$ cat config.mk
export PLATFORM = sky130hd
export DESIGN_NAME = tick_run_hit_finder
export DESIGN_NICKNAME = d
export VERILOG_FILES = /design/src/rtl/trhf_pkg.sv /design/src/rtl/tick_run_hit_finder.sv /design/src/rtl/trhf_regs.sv /design/src/rtl/trhf_charge.sv /design/src/rtl/trhf_run.sv /design/src/rtl/trhf_hit_fifo.sv
export SDC_FILE = /design/constraint.sdc
export NUM_CORES = 2
export LEC_CHECK = 0
export BUFFER_PORTS_ARGS = -buffer_cell sky130_fd_sc_hd__clkbuf_2
export CORE_AREA = 2 2 334 336
export CTS_CLUSTER_SIZE = 16
export DETAILED_ROUTE_END_ITERATION = 12
export DIE_AREA = 0 0 336 338
export GPL_TIMING_DRIVEN = 0
export PLACE_DENSITY = 0.78
export SYNTH_ARGS = -nofsm -noshare
export SYNTH_HDL_FRONTEND = slang
export SYNTH_SLANG_ARGS = --single-unit
$ cat constraint.sdc
create_clock -name clk_i -period 15.45 [get_ports clk_i]
set_input_delay 3.09 -clock clk_i [delete_from_list [all_inputs] [get_ports clk_i]]
set_output_delay 3.09 -clock clk_i [all_outputs]
set_load 0.02 [all_outputs]
$ cat src/rtl/trhf_pkg.sv
package trhf_pkg;

  localparam int unsigned ChanW   = 16;
  localparam int unsigned TickW   = 16;
  localparam int unsigned ElecW   = 24;
  localparam int unsigned GainW   = 24;
  localparam int unsigned GainFrac = 8;
  localparam int unsigned ChargeW = 40;
  localparam int unsigned TotalW  = 56;
  localparam int unsigned ThrW    = 40;
  localparam int unsigned ApbAddrW = 4;
  localparam int unsigned ApbDataW = 64;

  localparam logic [GainW-1:0] GainReset = 24'd446;
  localparam logic [ThrW-1:0]  ThrReset  = 40'd1280;

  // Register index as decoded from the APB byte address (8-byte spacing).
  localparam logic RegAdcGain  = 1'b0;
  localparam logic RegMinTotal = 1'b1;

  typedef struct packed {
    logic [ChanW-1:0] channel_id;
    logic [TickW-1:0] tick;
    logic [ElecW-1:0] electrons;
    logic             end_of_channel;
  } tick_item_t;

  typedef struct packed {
    logic [ChanW-1:0]   hit_channel;
    logic [TickW-1:0]   start_tick;
    logic [TickW-1:0]   stop_tick;
    logic [TickW-1:0]   peak_tick;
    logic [ChargeW-1:0] peak_charge_q8;
    logic [TotalW-1:0]  total_charge_q8;
    logic               final_of_step;
  } hit_t;

  typedef struct packed {
    tick_item_t         item;
    logic [ChargeW-1:0] charge;
  } charged_tick_t;

  // Hits produced by one tick: count is 0, 1 or 2, first goes out first.
  typedef struct packed {
    logic [1:0] count;
    hit_t       first;
    hit_t       second;
  } hit_push_t;

endpackage

$ cat src/rtl/tick_run_hit_finder.sv
// Channel   Direction  Handshake              Payload
// tick in   input      in_valid_i/in_ready_o  in_item_i (tick_item_t)
// hit out   output     out_valid_o/out_ready_i out_hit_o (hit_t)
// config    input      APB psel/penable/pready paddr, pwdata, prdata (64 bits)
//
// One tick is taken per cycle unless the hit queue is short of room. A tick
// passes an input register and the gain multiplier register, then updates the
// run state, and its hits go into a four-entry hit queue. A tick may give two
// hits; these leave one at a time, which sets the rate when hits are dense.
// Reset clears the open run and loads the register defaults. A stalled output
// backs up the queue and then the two input stages.
module tick_run_hit_finder #(
  parameter int unsigned TICK_BITS = 16
) (
  input  logic                          clk_i,
  input  logic                          rst_ni,
  input  logic                          in_valid_i,
  output logic                          in_ready_o,
  input  trhf_pkg::tick_item_t          in_item_i,
  output logic                          out_valid_o,
  input  logic                          out_ready_i,
  output trhf_pkg::hit_t                out_hit_o,
  input  logic                          psel,
  input  logic                          penable,
  input  logic                          pwrite,
  input  logic [trhf_pkg::ApbAddrW-1:0] paddr,
  input  logic [trhf_pkg::ApbDataW-1:0] pwdata,
  output logic [trhf_pkg::ApbDataW-1:0] prdata,
  output logic                          pready
);
  import trhf_pkg::*;

  logic [GainW-1:0] gain;
  logic [ThrW-1:0]  min_total;
  logic             ch_valid, ch_ready;
  charged_tick_t    ch_item;
  logic             room;
  hit_push_t        push;

  trhf_regs u_regs (
    .clk_i       (clk_i),
    .rst_ni      (rst_ni),
    .psel        (psel),
    .penable     (penable),
    .pwrite      (pwrite),
    .paddr       (paddr),
    .pwdata      (pwdata),
    .prdata      (prdata),
    .pready      (pready),
    .gain_o      (gain),
    .min_total_o (min_total)
  );

  trhf_charge #(.TICK_BITS(TICK_BITS)) u_charge (
    .clk_i       (clk_i),
    .rst_ni      (rst_ni),
    .in_valid_i  (in_valid_i),
    .in_ready_o  (in_ready_o),
    .in_item_i   (in_item_i),
    .gain_i      (gain),
    .out_valid_o (ch_valid),
    .out_ready_i (ch_ready),
    .out_o       (ch_item)
  );

  trhf_run #(.TICK_BITS(TICK_BITS)) u_run (
    .clk_i       (clk_i),
    .rst_ni      (rst_ni),
    .in_valid_i  (ch_valid),
    .in_ready_o  (ch_ready),
    .in_i        (ch_item),
    .min_total_i (min_total),
    .room_i      (room),
    .push_o      (push)
  );

  trhf_hit_fifo u_hit_fifo (
    .clk_i       (clk_i),
    .rst_ni      (rst_ni),
    .push_i      (push),
    .room_o      (room),
    .out_valid_o (out_valid_o),
    .out_ready_i (out_ready_i),
    .out_hit_o   (out_hit_o)
  );

endmodule

$ cat src/rtl/trhf_regs.sv
module trhf_regs (
  input  logic                             clk_i,
  input  logic                             rst_ni,
  input  logic                             psel,
  input  logic                             penable,
  input  logic                             pwrite,
  input  logic [trhf_pkg::ApbAddrW-1:0]    paddr,
  input  logic [trhf_pkg::ApbDataW-1:0]    pwdata,
  output logic [trhf_pkg::ApbDataW-1:0]    prdata,
  output logic                             pready,
  output logic [trhf_pkg::GainW-1:0]       gain_o,
  output logic [trhf_pkg::ThrW-1:0]        min_total_o
);
  import trhf_pkg::*;

  logic [GainW-1:0] gain_q, gain_d;
  logic [ThrW-1:0]  thr_q, thr_d;
  logic             wr_en;
  logic             reg_idx;

  assign pready  = 1'b1;
  assign wr_en   = psel & penable & pwrite;
  assign reg_idx = paddr[3];

  always_comb begin
    gain_d = gain_q;
    thr_d  = thr_q;
    prdata = '0;
    unique case (reg_idx)
      RegAdcGain: begin
        prdata = ApbDataW'(gain_q);
        if (wr_en) gain_d = pwdata[GainW-1:0];
      end
      RegMinTotal: begin
        prdata = ApbDataW'(thr_q);
        if (wr_en) thr_d = pwdata[ThrW-1:0];
      end
      default: prdata = '0;
    endcase
  end

  always_ff @(posedge clk_i or negedge rst_ni) begin
    if (!rst_ni) begin
      gain_q <= GainReset;
      thr_q  <= ThrReset;
    end else begin
      gain_q <= gain_d;
      thr_q  <= thr_d;
    end
  end

  assign gain_o      = gain_q;
  assign min_total_o = thr_q;

endmodule

$ cat src/rtl/trhf_charge.sv
module trhf_charge #(
  parameter int unsigned TICK_BITS = 16
) (
  input  logic                          clk_i,
  input  logic                          rst_ni,
  input  logic                          in_valid_i,
  output logic                          in_ready_o,
  input  trhf_pkg::tick_item_t          in_item_i,
  input  logic [trhf_pkg::GainW-1:0]    gain_i,
  output logic                          out_valid_o,
  input  logic                          out_ready_i,
  output trhf_pkg::charged_tick_t       out_o
);
  import trhf_pkg::*;

  localparam int unsigned ProdW = ElecW + GainW;

  logic          s1_valid_q, s1_valid_d;
  tick_item_t    s1_item_q, s1_item_d;
  logic          s2_valid_q, s2_valid_d;
  charged_tick_t s2_q;
  logic          s1_ready, s2_ready;
  logic [ProdW-1:0] product;
  logic [TICK_BITS-1:0] tick_in;

  assign s2_ready   = !s2_valid_q || out_ready_i;
  assign s1_ready   = !s1_valid_q || s2_ready;
  assign in_ready_o = s1_ready;

  assign tick_in = in_item_i.tick[TICK_BITS-1:0];
  assign product = ProdW'(s1_item_q.electrons) * ProdW'(gain_i);

  always_comb begin
    s1_item_d      = in_item_i;
    s1_item_d.tick = TickW'(tick_in);
  end

  always_comb begin
    s1_valid_d = s1_valid_q;
    s2_valid_d = s2_valid_q;
    if (s1_ready) s1_valid_d = in_valid_i;
    if (s2_ready) s2_valid_d = s1_valid_q;
  end

  always_ff @(posedge clk_i or negedge rst_ni) begin
    if (!rst_ni) begin
      s1_valid_q <= 1'b0;
      s2_valid_q <= 1'b0;
    end else begin
      s1_valid_q <= s1_valid_d;
      s2_valid_q <= s2_valid_d;
    end
  end

  always_ff @(posedge clk_i) begin
    if (s1_ready && in_valid_i) begin
      s1_item_q <= s1_item_d;
    end
    if (s2_ready && s1_valid_q) begin
      s2_q <= '{item: s1_item_q, charge: product[GainFrac +: ChargeW]};
    end
  end

  assign out_valid_o = s2_valid_q;
  assign out_o       = s2_q;

endmodule

$ cat src/rtl/trhf_run.sv
module trhf_run #(
  parameter int unsigned TICK_BITS = 16
) (
  input  logic                       clk_i,
  input  logic                       rst_ni,
  input  logic                       in_valid_i,
  output logic                       in_ready_o,
  input  trhf_pkg::charged_tick_t    in_i,
  input  logic [trhf_pkg::ThrW-1:0]  min_total_i,
  input  logic                       room_i,
  output trhf_pkg::hit_push_t        push_o
);
  import trhf_pkg::*;

  logic                  open_q, open_d;
  logic [TICK_BITS-1:0]  prev_q, prev_d;
  logic [TICK_BITS-1:0]  start_q, start_d;
  logic [TICK_BITS-1:0]  peak_tick_q, peak_tick_d;
  logic [ChargeW-1:0]    peak_q, peak_d;
  logic [TotalW-1:0]     total_q, total_d;
  logic [ChanW-1:0]      chan_q, chan_d;

  logic [TICK_BITS-1:0]  tick;
  logic [ChanW-1:0]      chan;
  logic [ChargeW-1:0]    charge;
  logic                  last;
  logic                  fire;
  logic                  gap;
  logic                  extend;
  logic [TotalW:0]       sum;
  logic [TotalW-1:0]     thr_wide;
  logic                  pass_gap, pass_last;
  hit_t                  hit_gap, hit_last;

  assign tick   = in_i.item.tick[TICK_BITS-1:0];
  assign chan   = in_i.item.channel_id;
  assign charge = in_i.charge;
  assign last   = in_i.item.end_of_channel;

  assign fire       = in_valid_i && room_i;
  assign in_ready_o = room_i;

  // A larger step than one tick, or a new channel, ends the open run first.
  assign gap = open_q && ((chan != chan_q) ||
               ((TICK_BITS + 1)'(tick) > (TICK_BITS + 1)'(prev_q) + 1'b1));
  assign extend = open_q && !gap;

  assign sum      = (TotalW + 1)'(total_q) + (TotalW + 1)'(charge);
  assign thr_wide = TotalW'(min_total_i);

  always_comb begin
    chan_d      = chan_q;
    start_d     = start_q;
    peak_tick_d = peak_tick_q;
    peak_d      = peak_q;
    total_d     = total_q;
    prev_d      = tick;
    if (extend) begin
      if (charge > peak_q) begin
        peak_d      = charge;
        peak_tick_d = tick;
      end
      total_d = sum[TotalW] ? '1 : sum[TotalW-1:0];
    end else begin
      chan_d      = chan;
      start_d     = tick;
      peak_tick_d = tick;
      peak_d      = charge;
      total_d     = TotalW'(charge);
    end
    open_d = !last;
  end

  always_comb begin
    hit_gap.hit_channel     = chan_q;
    hit_gap.start_tick      = TickW'(start_q);
    hit_gap.stop_tick       = TickW'(prev_q);
    hit_gap.peak_tick       = TickW'(peak_tick_q);
    hit_gap.peak_charge_q8  = peak_q;
    hit_gap.total_charge_q8 = total_q;
    hit_gap.final_of_step   = 1'b0;

    hit_last.hit_channel     = chan_d;
    hit_last.start_tick      = TickW'(start_d);
    hit_last.stop_tick       = TickW'(tick);
    hit_last.peak_tick       = TickW'(peak_tick_d);
    hit_last.peak_charge_q8  = peak_d;
    hit_last.total_charge_q8 = total_d;
    hit_last.final_of_step   = 1'b1;

    pass_gap  = gap && (total_q > thr_wide);
    pass_last = last && (total_d > thr_wide);

    push_o.second = hit_last;
    if (pass_gap) begin
      push_o.first = hit_gap;
      push_o.first.final_of_step = !pass_last;
    end else begin
      push_o.first = hit_last;
    end
    push_o.count = 2'd0;
    if (fire) push_o.count = 2'(pass_gap) + 2'(pass_last);
  end

  always_ff @(posedge clk_i or negedge rst_ni) begin
    if (!rst_ni) begin
      open_q      <= 1'b0;
      prev_q      <= '0;
      start_q     <= '0;
      peak_tick_q <= '0;
      peak_q      <= '0;
      total_q     <= '0;
      chan_q      <= '0;
    end else if (fire) begin
      open_q      <= open_d;
      prev_q      <= prev_d;
      start_q     <= start_d;
      peak_tick_q <= peak_tick_d;
      peak_q      <= peak_d;
      total_q     <= total_d;
      chan_q      <= chan_d;
    end
  end

endmodule

$ cat src/rtl/trhf_hit_fifo.sv
module trhf_hit_fifo (
  input  logic                 clk_i,
  input  logic                 rst_ni,
  input  trhf_pkg::hit_push_t  push_i,
  output logic                 room_o,
  output logic                 out_valid_o,
  input  logic                 out_ready_i,
  output trhf_pkg::hit_t       out_hit_o
);
  import trhf_pkg::*;

  localparam int unsigned Depth = 4;
  localparam int unsigned PtrW  = $clog2(Depth);
  localparam int unsigned CntW  = PtrW + 1;

  hit_t            mem_q [Depth];
  logic [PtrW-1:0] wr_q, wr_d, rd_q, rd_d;
  logic [CntW-1:0] cnt_q, cnt_d;
  logic            pop;
  logic [PtrW-1:0] wr_next;

  // Room for the worst case of two hits from one tick.
  assign room_o      = cnt_q <= CntW'(Depth - 2);
  assign out_valid_o = cnt_q != '0;
  assign out_hit_o   = mem_q[rd_q];
  assign pop         = out_valid_o && out_ready_i;
  assign wr_next     = wr_q + 1'b1;

  always_comb begin
    wr_d  = wr_q + PtrW'(push_i.count);
    rd_d  = pop ? rd_q + 1'b1 : rd_q;
    cnt_d = cnt_q + CntW'(push_i.count) - CntW'(pop);
  end

  always_ff @(posedge clk_i or negedge rst_ni) begin
    if (!rst_ni) begin
      wr_q  <= '0;
      rd_q  <= '0;
      cnt_q <= '0;
    end else begin
      wr_q  <= wr_d;
      rd_q  <= rd_d;
      cnt_q <= cnt_d;
    end
  end

  always_ff @(posedge clk_i) begin
    if (push_i.count != 2'd0) mem_q[wr_q] <= push_i.first;
    if (push_i.count == 2'd2) mem_q[wr_next] <= push_i.second;
  end

endmodule
==> out/metrics.cfg <==
[routing]
drc=0
vias=50600
detail_route.vias_per_cell=6.48
dr.first_iter.drc_count=6421
dr.pass1.iters=7
routed_wl_um=222000
wl_per_cell_um=28.5
final_antenna_net_count=0

[sta]
max_freq_mhz=83.4
finalMaxSlewViolations=0
rsz0062_at_grt=false
layout_worst_path_cycle_share_pct=77.6
fin_worst_skew_ns=0.0393
tightest_slew_ns=1.42
fin_crit_ns=11.99
finalSetupViolCount=0
finalHoldViolCount=0
relSlewSlack_pct=4.86
finalSetupTns_ns=0

[worst_setup_path]
startpoint=u_run.prev_q[4]
crit_type=reg -> reg
crit_path_end_kind=flop
crit_path_max_incr_delay_ns=1.26
cp_data_required_time_ns=15.99
worst_path_max_delay_cell=a21oi_1
arrival_ns=12.53
worst_r2r_startpoint=u_run.prev_q[4]
critPathLaunchType=flop
path_max_fanout=10

[logic_synthesis]
synthArstFlopShare_pct=23.2
synth_area_mm2=0.0686
synth_fa_ha_area_share_pct=20.5
yosysMostFrequentCell=edfxtp_1
synth_cell_types=91
synthCells=5777
muxShareOfSynthArea_pct=8.05
yosys_most_used_dff=edfxtp_1
yosys.area_share.simple_pct=9.03
ys_seq_area_share_pct=42.4
synth_compound_area_share_pct=12.2
synth_xor_xnor_area_share_pct=1.53
synth_edf_count=770
synth_area_leaders=edfxtp_1 (34%), fa_1 (14%), dfrtp_1 (8.2%)
ys.warnings.count=0
synth.avg_cell_area_um2=11.9
synth_top_area_share_pct=33.7
yosysTopAreaCell=edfxtp_1
synth_common_cells=edfxtp_1 (770), nand2_1 (732), inv_1 (632)
synth_top_family_by_area=adder cells
synth_seq_cells=1008

[cts]
hold_buffers=0
ctsResizeCount=0
cts.clk_slew.worst_paths_ns=0.07
clockBufferDepth=3
clk_latency_ns=0.74
cts_sinks=1008
htree_levels=3
numCtsBuffers=104
cts_setup_buffers=0
cts_root_buffer=clkbuf_16
cts_tree=built

[status]
outcome=finished, final reports clean

[global_routing]
grt_max_degree=101
grt_pass1_wl_um=327000
antenna_found_initial=6
first_global_vias=50800
track_usage_pct=39.6
grt-ovfl-total=0

[floorplanning]
fp.dieH_um=338
dieArea_mm2=0.114
dieWidth_um=336
start_util_pct=62.3
core-area_mm2=0.110
rows=122
io_pins=360

[place]
numPortBuffers=307
hpwl_um=167000
gp_congestion=1.04

[min_path]
min_from=u_charge.s1_item_q[31]
hold_path.class=reg -> reg

[finish]
drive_gt1_share_pct=16.3
utilization_pct=69.1
fin_nets=7191
num-fill-cells=7911
area_delta_synth_final_pct=10.9

[job]
drv_cap=0

[area by class of cell]
| cell class | instances | area, um^2 | area share, % |
|---|---|---|---|
| Sequential cell | 1008 | 29100 | 38.2 |
| Antenna cell | 4 | 10.0 | 0.0132 |
| Multi-Input combinational cell | 3762 | 35300 | 46.5 |
| Buffer | 397 | 1930 | 2.53 |
| Inverter | 633 | 2400 | 3.15 |
| Tap cell | 1488 | 1860 | 2.45 |
| Clock inverter | 53 | 682 | 0.896 |
| Timing Repair Buffer | 317 | 1820 | 2.39 |
| Clock buffer | 143 | 2970 | 3.91 |
[layout by cell type (no fill, tap or decap), types with 18 or more instances in the layout]
cell / Yosys / final
a21o_1: 60 / 60
a21oi_1: 148 / 148
a22o_1: 497 / 497
and2_1: 261 / 259
buf_1: 32 / 32
buf_2: 89 / 89
buf_4: 58 / 58
clkbuf_1: 203 / 223
clkbuf_16: 0 / 107
clkbuf_2: 1 / 307
conb_1: 2 / 25
dfrtp_1: 225 / 225
edfxtp_1: 770 / 770
fa_1: 483 / 483
ha_1: 353 / 353
inv_1: 632 / 629
mux2_1: 39 / 39
mux2_2: 125 / 125
mux4_2: 161 / 161
nand2_1: 732 / 731
nand2b_1: 18 / 18
nand3_1: 54 / 54
nand4_1: 42 / 42
nor2_1: 116 / 116
o21a_1: 25 / 25
o21ai_0: 161 / 161
o21ai_1: 23 / 23
o22ai_1: 46 / 46
xnor2_1: 76 / 76
xor2_1: 44 / 44
[worst max-delay path, delay by kind of cell, from the launching register on]
kind                     cells  cell delay (ns)
flip-flops                   1             0.33
AND/OR/NAND/NOR             13             2.94
AO/OA/AOI/OAI               14             5.86
adder cells (fa/ha/maj)      3             1.06
buffers and inverters        6             1.40
XOR/XNOR                     1             0.18
[stage by stage]
step / area [um^2] / hold WS [ns] / std cells / setup slack [ns]
floorplan: 68700 / 0.400 / 5800 / 4.03
global placement: 72100 / 0.403 / 7595 / -1.38
detailed placement: 72400 / 0.405 / 7605 / 4.06
CTS: 76100 / 0.420 / 7801 / 4.07
global route: 76100 / 0.422 / 7801 / 3.31
finish: 76100 / 0.415 / 7805 / 3.46
[layer usage]
metal / part of all wire [%] / vias to the layer above / global-route usage [%] / wire length (um)
met3: 13 / 648 / 11.2 / 29000
met1: 37 / 25100 / 52.4 / 81600
met2: 44 / 3552 / 60.1 / 98600
li1: - / 21300 / - / -
met4: 5.9 / 8 / 20.2 / 13200
met5: 0.037 / - / 0.298 / 83
[path summary, 6_finish.rpt]
path / endpoint / slack (ns) / depth (start not counted)
min: u_charge.out_o[71] / 0.41 / 0
min reg2reg: u_charge.out_o[71] / 0.41 / 0
min in group asynchronous: u_run.start_q[14] / 2.33 / 1
max reg2reg: u_hit_fifo.mem_q[0][2] / 3.46 / 37
max in group asynchronous: u_regs.min_total_o[27] / 11.63 / 3
max: u_hit_fifo.mem_q[0][2] / 3.46 / 37
[logic make-up (layout without fill, tap and decap cells)]
group | count (synthesis) | count (layout)
buf+inv | 1030 | 1543
compound gates | 1119 | 1119
simple gates | 1332 | 1332
flops | 1008 | 1008
xor+xnor | 120 | 120
other cells | 2 | 29
mux | 330 | 330
fa+ha+maj | 836 | 836
[flip-flops by register name, summed over array words and instances, names as in the netlist]
name,flops
u_run.peak_q,40
u_run.chan_q,16
u_hit_fifo.rd_q,2
u_charge.out_valid_o,1
u_hit_fifo.mem_q,644
u_run.total_q,56
u_charge.out_o,73
u_run.start_q,16
u_run.open_q,1
u_hit_fifo.cnt_q,3
u_charge.s1_valid_q,1
u_run.prev_q,16
u_regs.gain_o,24
u_regs.min_total_o,40
u_charge.s1_item_q,57
u_run.peak_tick_q,16
u_hit_fifo.wr_q,2
Power is not shown: default switching activity piles up to over one toggle a cycle in this logic, so the estimate is an artifact.
